--- config.mk ---
export PLATFORM = sky130hd
export DESIGN_NAME = cwfb_merge
export DESIGN_NICKNAME = d
export VERILOG_FILES = /design/src/hdl/cwfb_pkg.sv /design/src/hdl/cwfb_merge.sv
export SDC_FILE = /design/constraint.sdc
export NUM_CORES = 1
export LEC_CHECK = 0
export BUFFER_PORTS_ARGS = -buffer_cell sky130_fd_sc_hd__buf_2
export CORE_MARGIN = 3
export CORE_UTILIZATION = 30
export CTS_CLUSTER_SIZE = 8
export DETAILED_ROUTE_END_ITERATION = 8
export GPL_ROUTABILITY_DRIVEN = 0
export PLACE_DENSITY_LB_ADDON = 0.2
export SLEW_MARGIN = 30
export SYNTH_ARGS = -nofsm -noshare
export SYNTH_HDL_FRONTEND = slang
export SYNTH_SLANG_ARGS = --single-unit
export TNS_END_PERCENT = 1
--- constraint.sdc ---
create_clock -name clock -period 4.4 [get_ports clock]
set_input_delay 0.88 -clock clock [delete_from_list [all_inputs] [get_ports clock]]
set_output_delay 0.88 -clock clock [all_outputs]
set_load 0.02 [all_outputs]
--- src/hdl/cwfb_pkg.sv ---
// Shared types and constants of the Chebyshev waveshaper with feedback.
// No dependencies; used by every module of the block.
`timescale 1ns / 1ps
package cwfb_pkg;

   localparam int MAX_HALF_ORDER_DEF = 15;
   localparam int SAMPLE_WIDTH_DEF   = 16;

   localparam int GAIN_W      = 17;
   localparam int GAIN_FRAC   = 16;
   localparam int HALF_ORDER_W = 4;
   localparam int CSR_INDEX_W = 8;
   localparam int CSR_DATA_W  = 32;

   localparam logic [CSR_INDEX_W-1:0] CSR_PRE_GAIN      = 8'd0;
   localparam logic [CSR_INDEX_W-1:0] CSR_POST_GAIN     = 8'd1;
   localparam logic [CSR_INDEX_W-1:0] CSR_FEEDBACK_GAIN = 8'd2;
   localparam logic [CSR_INDEX_W-1:0] CSR_HALF_ORDER    = 8'd3;

   localparam logic [GAIN_W-1:0] GAIN_UNITY = 17'h10000;

   typedef struct packed {
      logic [GAIN_W-1:0] pre_gain;
      logic [GAIN_W-1:0] post_gain;
      logic [GAIN_W-1:0] feedback_gain;
   } cwfb_gain_type;

   typedef enum logic [2:0] {
      LANE_IDLE,
      LANE_GAIN,
      LANE_MIX,
      LANE_STEP,
      LANE_POST,
      LANE_DONE
   } cwfb_lane_state_type;

endpackage

--- src/hdl/cwfb_merge.sv ---
// Merge stage: joins the two lane results into one output beat and holds it.
// Depends on cwfb_pkg for shared constants only.
`timescale 1ns / 1ps
module cwfb_merge
   import cwfb_pkg::*;
#(
   parameter int SAMPLE_WIDTH = SAMPLE_WIDTH_DEF
) (
   input  logic                           clock,
   input  logic                           reset,
   input  logic                           left_done,
   input  logic                           right_done,
   input  logic signed [SAMPLE_WIDTH-1:0] left_result,
   input  logic signed [SAMPLE_WIDTH-1:0] right_result,
   output logic                           take,
   output logic                           rsp_valid,
   input  logic                           rsp_stall,
   output logic signed [SAMPLE_WIDTH-1:0] rsp_left_out,
   output logic signed [SAMPLE_WIDTH-1:0] rsp_right_out
);

   logic                           valid_ff, valid_in;
   logic signed [SAMPLE_WIDTH-1:0] left_ff, left_in;
   logic signed [SAMPLE_WIDTH-1:0] right_ff, right_in;
   logic                           slot_free;

   // slot frees when empty or when the held beat leaves this cycle
   assign slot_free = !valid_ff || !rsp_stall;
   assign take      = left_done && right_done && slot_free;

   always_comb begin
      valid_in = valid_ff;
      left_in  = left_ff;
      right_in = right_ff;
      if (take) begin
         valid_in = 1'b1;
         left_in  = left_result;
         right_in = right_result;
      end else if (slot_free) begin
         valid_in = 1'b0;
      end
   end

   always_ff @(posedge clock) begin
      if (reset) begin
         valid_ff <= 1'b0;
      end else begin
         valid_ff <= valid_in;
      end
      left_ff  <= left_in;
      right_ff <= right_in;
   end

   assign rsp_valid     = valid_ff;
   assign rsp_left_out  = left_ff;
   assign rsp_right_out = right_ff;

endmodule

==> flow_metrics.tcl <==
set metrics [dict create \
    cp-end-kind "primary output" \
    hold_buffers 0 \
    io-pin-count 71 \
    maxCapViolations 0 \
    hold_violations 0 \
    synth_area_mm2 0.00100 \
    clock-sinks 33 \
    cts_made_buffers 5 \
    synth_edf_count 32 \
    synth_top_area_share_pct 95.9 \
    core_mm2 0.00313 \
    worstMarginPinSlew_ns 0.392 \
    crit_fanout 33 \
    holdWs_ns 0.527 \
    drive_gt1_share_pct 69.8 \
    finalCoreUtilization_pct 47.8 \
    hpwl_mm 1.50 \
    syn_inst 37 \
    yosys.area.top_type "edfxtp_1" \
    startpoint_type "input port" \
    wire_per_inst_um 11.9 \
    synth.most_common_cell "edfxtp_1" \
    drt_iter0_drc 10 \
    yosysSeqAreaShare_pct 97.9 \
    crit_path_top_delay_cell "buf_4" \
    cp.arrival_ns 1.79 \
    grt_overflow 0 \
    area_growth_pct 49.3 \
    die_w_um 63.8 \
    syn-num-nets 74 \
    ff2ff_path_depth 2 \
    avgSynthCellArea_um2 27.1 \
    root_buffer "clkbuf_4" \
    nets 152 \
    required_ns 3.52 \
    grt_pass1_vias 639 \
    rows 20 \
    die_h_um 63.8 \
    p_leak_nw 0.640 \
    vias 625 \
    crit_path_cell_trace "buf_2, nand2_1, a21oi_4, buf_4, buf_2" \
    setup_viol 0 \
    ant_nets 0 \
    antenna_found_initial 0 \
    ys_top_cells_by_area "edfxtp_1 (96%), dfxtp_1 (2.0%), a21oi_2 (0.87%)" \
    synth.distinct_cells 5 \
    initial_core_util_pct 32.0 \
    grt_usage_pct 10.2 \
    drt_wl_total_mm 1.91 \
    max_slew_margin_pct 73.9 \
    htree_num_levels 2 \
    fin_crit_ns 2.67 \
    max_freq_mhz 374 \
    antenna_cells 0 \
    power.density_mw_per_mm2 402 \
    ys_warn_count 0 \
    synth-main-ff-cell "edfxtp_1" \
    cts_tree "done" \
    dr.pass1.iters 2 \
    worst-path-stages 5 \
    r2r_end "rsp_right_out[7]$_DFFE_PP_" \
    hold_depth 2 \
    reg2reg_from "rsp_valid$_SDFFE_PP0P_" \
    rsz0062_at_grt "no" \
    crit_buf_inv 3 \
    crit_path_max_incr_delay_ns 0.36 \
    crit_top_cell "buf_2" \
    clk_path_buf_depth 2 \
    io_buffers 70 \
    hold_path.class "reg2reg" \
    final.setup.tns_ns 0 \
    grt_max_degree 34 \
    drc 0 \
    outcome "completed" \
    placed_area_mm2 0.00143 \
    async_flop_share_pct 0 \
    ys_top_cells_by_count "edfxtp_1 (32), nand2_1 (2), a21oi_1 (1), a21oi_2 (1), dfxtp_1 (1)" \
    regToRegSetupSlack_ns 3.21 \
    clkLatencyLatePin_ns 0.32 \
    fin_crit_sh_pct 60.7 \
    cts_resized 0 \
    crit_type "in2out" \
    min_from "rsp_valid$_SDFFE_PP0P_" \
    fin_skew_ns 0.00609 \
    maxSlewViolCount 0 \
    clk_pin_slew_worst_paths_ns 0.09 \
    fin_area_mm2 0.00150 \
    crit_family "buffers and inverters" \
    postCtsSetupBuffers 0 \
    grt_pass1_wl_mm 2.95 \
    synth_seq_cells 33 \
    worstHoldEndpoint "rsp_valid$_SDFFE_PP0P_" \
    via_per_inst 3.91 \
    dieArea_mm2 0.00407 \
    vdd_drop_max_mv 0.199 \
    power_mw 0.602 \
]
==> through the flow <==
stage | setup WS, ns | instances
6_report | 1.73 | 160
5_1_grt | 1.64 | 160
4_1_cts | 1.71 | 160
3_5_place_dp | 1.72 | 152
3_3_place_gp | 1.74 | 152
2_1_floorplan | 0.694 | 37
==> layout by cell type, fill, tap and decap left out <==
master / netlist / routed
buf_4: 0 / 1
buf_2: 0 / 70
dfxtp_1: 1 / 1
clkbuf_8: 0 / 2
clkinv_2: 0 / 1
edfxtp_1: 32 / 32
clkbuf_4: 0 / 5
a21oi_4: 0 / 1
nand2_1: 2 / 2
a21oi_2: 1 / 1
==> state kept, by name, summed over array words and instances (netlist names) <==
register and cells:
rsp_valid 1, rsp_left_out 16, rsp_right_out 16
==> routing by layer <==
metal | routed length (µm) | vias to the layer above | GRT usage, %
li1 | - | 302 | -
met1 | 699 | 275 | 10.7
met5 | 0 | - | 0
met3 | 207 | 4 | 4.92
met4 | 27 | 0 | 4.85
met2 | 973 | 44 | 17.0
==> area by class of cell <==
cell class | instances | area (µm²)
clock buffers | 7 | 65.1
multi-input cells | 4 | 32.5
well taps | 44 | 55.1
repair buffers | 71 | 358
flip-flops and latches | 33 | 981
fillers | 274 | 1630
clock inverters | 1 | 5.00
==> power by group <==
part / internal, mW / total, mW / switching (mW)
clock: 0.0925 / 0.185 / 0.0924
combinational: 0.0209 / 0.0531 / 0.0321
sequential: 0.360 / 0.364 / 0.00346
total: 0.474 / 0.602 / 0.128
==> tightest hold or removal path, delay by kind of cell, from the launching register on <==
kind	cells	cell delay [ns]
compound gates	1	0.05
flops	1	0.36
simple gates	1	0.09
==> cell families (layout without fill, tap and decap cells) <==
| logic type | count (synthesis) | in the layout | synth area share [%] |
|---|---|---|---|
| AOI/OAI and AO/OA | 2 | 2 | 1.37 |
| buffers and inverters | 0 | 79 | 0 |
| DFF | 33 | 33 | 97.9 |
| and+or+nand+nor | 2 | 2 | 0.749 |
==> worst max path at each step <==
stage | slack (ns) | from | endpoint
final | 1.73 | left_done | take
after global routing | 1.64 | left_done | take
after CTS | 1.71 | left_done | take
after detailed placement | 1.72 | left_done | take
after global placement | 1.74 | left_done | take
after floorplan | 0.69 | left_done | take
(Power assumes the default switching activity.)
