**config.mk**
```make
export PLATFORM = sky130hd
export DESIGN_NAME = cwfb_lane
export DESIGN_NICKNAME = d
export VERILOG_FILES = /design/src/hdl/cwfb_pkg.sv /design/src/hdl/cwfb_lane.sv
export SDC_FILE = /design/constraint.sdc
export NUM_CORES = 2
export LEC_CHECK = 0
export ABC_CLOCK_PERIOD_IN_PS = 9960
export BUFFER_PORTS_ARGS = -buffer_cell sky130_fd_sc_hd__buf_2
export CORE_MARGIN = 5
export CORE_UTILIZATION = 40
export DETAILED_ROUTE_END_ITERATION = 8
export PLACE_DENSITY_LB_ADDON = 0.12
export RECOVER_POWER = 100
export SKIP_CTS_REPAIR_TIMING = 1
export SYNTH_ARGS = -nofsm -noshare
export SYNTH_HDL_FRONTEND = slang
export SYNTH_SLANG_ARGS = --single-unit
```
**constraint.sdc**
```tcl
create_clock -name clock -period 9.96 [get_ports clock]
set_clock_uncertainty 0.1 [all_clocks]
set_input_delay 1.494 -clock clock [delete_from_list [all_inputs] [get_ports clock]]
set_output_delay 1.494 -clock clock [all_outputs]
set_load 0.02 [all_outputs]
```
**src/hdl/cwfb_pkg.sv**
```systemverilog
// Shared types and constants of the Chebyshev waveshaper with feedback.
// No dependencies; used by every module of the block.
`timescale 1ns / 1ps
package cwfb_pkg;

   localparam int MAX_HALF_ORDER_DEF = 15;
   localparam int SAMPLE_WIDTH_DEF   = 16;

   localparam int GAIN_W      = 17;
   localparam int GAIN_FRAC   = 16;
   localparam int HALF_ORDER_W = 4;
   localparam int CSR_INDEX_W = 8;
   localparam int CSR_DATA_W  = 32;

   localparam logic [CSR_INDEX_W-1:0] CSR_PRE_GAIN      = 8'd0;
   localparam logic [CSR_INDEX_W-1:0] CSR_POST_GAIN     = 8'd1;
   localparam logic [CSR_INDEX_W-1:0] CSR_FEEDBACK_GAIN = 8'd2;
   localparam logic [CSR_INDEX_W-1:0] CSR_HALF_ORDER    = 8'd3;

   localparam logic [GAIN_W-1:0] GAIN_UNITY = 17'h10000;

   typedef struct packed {
      logic [GAIN_W-1:0] pre_gain;
      logic [GAIN_W-1:0] post_gain;
      logic [GAIN_W-1:0] feedback_gain;
   } cwfb_gain_type;

   typedef enum logic [2:0] {
      LANE_IDLE,
      LANE_GAIN,
      LANE_MIX,
      LANE_STEP,
      LANE_POST,
      LANE_DONE
   } cwfb_lane_state_type;

endpackage

```
**src/hdl/cwfb_lane.sv**
```systemverilog
// One channel of the waveshaper: gain/feedback mix, Chebyshev recurrence, post gain.
// Depends on cwfb_pkg; starts only when idle, holds its result until released.
`timescale 1ns / 1ps
module cwfb_lane
   import cwfb_pkg::*;
#(
   parameter int SAMPLE_WIDTH = SAMPLE_WIDTH_DEF,
   parameter int STEP_W       = 5
) (
   input  logic                           clock,
   input  logic                           reset,
   input  logic                           start,
   input  logic signed [SAMPLE_WIDTH-1:0] sample,
   input  cwfb_gain_type                  gains,
   input  logic [STEP_W-1:0]              steps,
   input  logic                           release_result,
   output logic                           idle,
   output logic                           done,
   output logic signed [SAMPLE_WIDTH-1:0] result
);

   localparam int W  = SAMPLE_WIDTH;
   localparam int SW = W + 4;
   localparam int PW = W + GAIN_W + 1;
   localparam logic signed [W-1:0] S_MAX = {1'b0, {(W-1){1'b1}}};
   localparam logic signed [W-1:0] S_MIN = {1'b1, {(W-1){1'b0}}};

   cwfb_lane_state_type state_ff, state_in;
   logic signed [W-1:0]    sample_ff, sample_in;
   logic signed [PW-1:0]   acc_ff, acc_in;
   logic signed [W-1:0]    x_ff, x_in;
   logic signed [W-1:0]    cur_ff, cur_in;
   logic signed [W-1:0]    prev_ff, prev_in;
   logic [STEP_W-1:0]      cnt_ff, cnt_in;
   logic signed [W-1:0]    fb_ff, fb_in;
   logic signed [W-1:0]    res_ff, res_in;

   logic signed [GAIN_W:0] pre_sx, post_sx, fbg_sx;
   logic signed [PW-1:0]   pre_prod, fb_prod, post_prod;
   logic signed [PW:0]     mix_sum;
   logic signed [2*W-1:0]  step_prod;
   logic signed [SW-1:0]   step_diff;
   logic signed [W-1:0]    mix_sat, step_sat, post_sat;
   logic [STEP_W-1:0]      cnt_next;

   function automatic logic signed [W-1:0] sat_w(input logic signed [SW-1:0] v);
      logic fits;
      fits = (v[SW-1:W-1] == {(SW-W+1){1'b0}}) || (v[SW-1:W-1] == {(SW-W+1){1'b1}});
      if (fits) begin
         return v[W-1:0];
      end else if (v[SW-1]) begin
         return S_MIN;
      end else begin
         return S_MAX;
      end
   endfunction

   assign pre_sx  = $signed({1'b0, gains.pre_gain});
   assign post_sx = $signed({1'b0, gains.post_gain});
   assign fbg_sx  = $signed({1'b0, gains.feedback_gain});

   assign pre_prod  = PW'(sample_ff) * PW'(pre_sx);
   assign fb_prod   = PW'(fb_ff) * PW'(fbg_sx);
   assign mix_sum   = (PW+1)'(acc_ff) + (PW+1)'(fb_prod);
   assign mix_sat   = sat_w(SW'($signed(mix_sum[PW:GAIN_FRAC])));

   // factor 2 of the recurrence is folded into the shift
   assign step_prod = (2*W)'(x_ff) * (2*W)'(cur_ff);
   assign step_diff = SW'($signed(step_prod[2*W-1:W-2])) - SW'(prev_ff);
   assign step_sat  = sat_w(step_diff);

   assign post_prod = PW'(cur_ff) * PW'(post_sx);
   assign post_sat  = sat_w(SW'($signed(post_prod[PW-1:GAIN_FRAC])));

   assign cnt_next  = cnt_ff + STEP_W'(1);

   always_ff @(posedge clock) begin
      if (reset) begin
         state_ff <= LANE_IDLE;
         fb_ff    <= '0;
      end else begin
         state_ff <= state_in;
         fb_ff    <= fb_in;
      end
      sample_ff <= sample_in;
      acc_ff    <= acc_in;
      x_ff      <= x_in;
      cur_ff    <= cur_in;
      prev_ff   <= prev_in;
      cnt_ff    <= cnt_in;
      res_ff    <= res_in;
   end

   always_comb begin
      state_in  = state_ff;
      sample_in = sample_ff;
      acc_in    = acc_ff;
      x_in      = x_ff;
      cur_in    = cur_ff;
      prev_in   = prev_ff;
      cnt_in    = cnt_ff;
      fb_in     = fb_ff;
      res_in    = res_ff;
      case (state_ff)
         LANE_IDLE: begin
            if (start) begin
               sample_in = sample;
               state_in  = LANE_GAIN;
            end
         end
         LANE_GAIN: begin
            acc_in   = pre_prod;
            state_in = LANE_MIX;
         end
         LANE_MIX: begin
            x_in     = mix_sat;
            cur_in   = mix_sat;
            prev_in  = S_MAX;
            cnt_in   = '0;
            state_in = (steps == '0) ? LANE_POST : LANE_STEP;
         end
         LANE_STEP: begin
            prev_in = cur_ff;
            cur_in  = step_sat;
            cnt_in  = cnt_next;
            if (cnt_next == steps) begin
               state_in = LANE_POST;
            end
         end
         LANE_POST: begin
            fb_in    = cur_ff;
            res_in   = post_sat;
            state_in = LANE_DONE;
         end
         LANE_DONE: begin
            if (release_result) begin
               state_in = LANE_IDLE;
            end
         end
         default: begin
            state_in = LANE_IDLE;
         end
      endcase
   end

   assign idle   = (state_ff == LANE_IDLE);
   assign done   = (state_ff == LANE_DONE);
   assign result = res_ff;

endmodule

```
==> results_dict.tcl <==
set metrics [dict create \
    clk_pin_slew_ns 0.08 \
    setup_viol 0 \
    worstMarginPinSlew_ns 2.31 \
    grt_pass1_wl_microns 183000 \
    yosys.area.top_type_share_pct 42.6 \
    root_buffer "clkbuf_16" \
    cp_common_cell "fa_1" \
    setup_tns_ns 0 \
    rsz0062_at_grt "no" \
    drcViolationCount 0 \
    critPathLaunchType "flip-flop" \
    whs_path_depth 2 \
    synth_edf_count 119 \
    die-width_microns 339 \
    hold_viol 0 \
    initial_core_util_pct 40.3 \
    drtAntennaViolNets 0 \
    nets 6088 \
    critPathRequiredTime_ns 10.17 \
    drive_above_1_share_pct 3.90 \
    synth.distinct_cells 92 \
    worst_hold_path_type "reg -> reg" \
    cp_slowest_cell "edfxtp_1" \
    ys_seq_area_share_pct 9.16 \
    cts.sinks 138 \
    r2r_end "cur_ff[4]" \
    synth_area_leader_cell "fa_1" \
    cts_max_level 4 \
    cp.depth 31 \
    synthCells 4668 \
    violations "max-capacitance violations, max-slew violations" \
    netlist_area_sq_um 43200 \
    core_sq_um 107000 \
    crit_type "reg -> reg" \
    reg2reg_slack_ns 0.54 \
    path_max_fanout 16 \
    min_period_over_period_pct 94.6 \
    numCtsBuffers 17 \
    fillers 10800 \
    vias_per_cell 4.91 \
    cts_tree "yes" \
    grt_pass1_vias 32800 \
    crit_family "adder cells" \
    ys_seq_elements 138 \
    die-area_sq_um 115000 \
    synth_top_cells_by_area "fa_1 (43%), ha_1 (13%), inv_1 (9.8%)" \
    totalWireLength_microns 111000 \
    overflow 0 \
    async_flop_share_pct 0 \
    clockBufferDepth 2 \
    yosysWarnings 0 \
    antenna_found_initial 3 \
    portBuffers 93 \
    arrival_ns 9.63 \
    maxCapViolCount 4 \
    crit_path_end "cur_ff[4]" \
    synthTopCellsByCount "inv_1 (1,129), fa_1 (918), nand2_1 (699)" \
    status "finished, violations left" \
    hpwl_microns 89100 \
    cp-startpoint "x_ff[9]" \
    syn2layout_area_growth_pct 5.33 \
    rr_worst_depth 31 \
    synthFlopType "edfxtp_1" \
    crit_buf_inv 4 \
    end_kind "flip-flop" \
    fin_crit_ns 9.42 \
    clkLatencyLatePin_ns 0.49 \
    pin_count 94 \
    fp.dieH_microns 339 \
    slowest_delay_ns 0.69 \
    drt_iter0_markers 1208 \
    via_count 29700 \
    gr-usage-all-layers_pct 20.1 \
    slew_headroom_pct -54.0 \
    fmax_mhz 106 \
    drt-pass1-iter-count 5 \
    avgSynthCellArea_sq_um 9.25 \
    fp-row-count 120 \
    grt_max_degree 35 \
    synth_most_common_cell "inv_1" \
    drv_slew 115 \
    r2r_start "x_ff[9]" \
    syn-num-nets 6123 \
    place_congestion 0.814 \
    wl_per_cell_microns 18.4 \
]
## area by class of cell
type | count | area, sq um | share of cell area (%)
Antenna cell | 3 | 7.51 | 0.0165
Clock buffer | 17 | 425 | 0.935
Clock inverter | 15 | 183 | 0.402
Inverter | 1131 | 4250 | 9.33
Multi-Input combinational cell | 3206 | 34200 | 75.1
Sequential cell | 138 | 3950 | 8.69
Tap cell | 1403 | 1760 | 3.86
Timing Repair Buffer | 139 | 761 | 1.67
## worst reg2reg max path, delay by kind of cell (launching register included)
kind            cells  cell delay (ns)
fa+ha+maj           8             3.54
simple gates        6             1.32
compound gates     11             3.16
buf+inv             4             0.19
xor+xnor            2             0.24
flops               1             0.69
## routing by layer
layer  wire length, microns  share of wire [%]  up-vias  track usage [%]
li1                       -                  -    13800                -
met1                  49900                 45    15400             27.0
met2                  57100                 51      422             36.5
met3                   2970                2.7       73             1.60
met4                   1270                1.1        0             2.89
met5                      0                  0        -                0
## registers in the layout (all words and copies together) (netlist names)
register and flops:
acc_ff 34, cnt_ff 5, cur_ff 16, fb_ff 16, prev_ff 16, result 16
sample_ff 16, state_ff 3, x_ff 16
## worst min path at each step
stage / start / end
global route: fb_ff[15] / fb_ff[15]
floorplan: fb_ff[10] / fb_ff[10]
detailed placement: fb_ff[15] / fb_ff[15]
global placement: fb_ff[15] / fb_ff[15]
finish: fb_ff[15] / fb_ff[15]
CTS: fb_ff[15] / fb_ff[15]
## kinds of logic after synthesis
| family | count (synthesis) | synth area share, % |
|---|---|---|
| XOR/XNOR | 117 | 2.48 |
| buffers and inverters | 1324 | 11.6 |
| AND/OR/NAND/NOR | 1380 | 15.5 |
| adder cells (fa/ha/maj) | 1379 | 55.9 |
| multiplexers | 1 | 0.0232 |
| AO/OA/AOI/OAI | 329 | 5.30 |
| flip-flops | 138 | 9.16 |
## metrics by stage
stage                     setup WS [ns]  instance area, sq um  cells  hold WS, ns  utilization, %
after detailed placement          0.358                 45000   6017        0.475            42.0
after global routing             0.0306                 45500   6050        0.499            42.4
after CTS                         0.288                 45600   6049        0.492            42.5
after floorplan                    1.63                 43200   4668        0.391               -
after global placement            0.422                 45000   6017        0.477            42.0
final                             0.541                 45500   6052        0.487            42.4
## layout by cell type (no fill, tap or decap), types with 6 or more instances in the layout
cell       count
a21o_1        55
and2_1       413
clkbuf_1      30
and2_0         7
xnor2_1       85
or3_1          7
xor2_1        29
nand4_1        7
clkbuf_16     17
a211oi_1       7
a22oi_2        6
nor3_1        16
a21oi_1       93
o21bai_1      10
dfxtp_1       19
a22oi_1       10
inv_8          7
a31oi_1        7
nand2b_1      78
fa_1         918
and3_1        11
edfxtp_1     119
nand3_1       23
nor2b_1       11
inv_1       1129
ha_1         461
buf_4         41
buf_2         67
nand2_1      699
o21a_1        14
nor2_1        81
o21ai_0       62
Power is left out: the tool's default activity adds up to more than one toggle a clock period on the data nets, which glitch-free logic cannot reach.
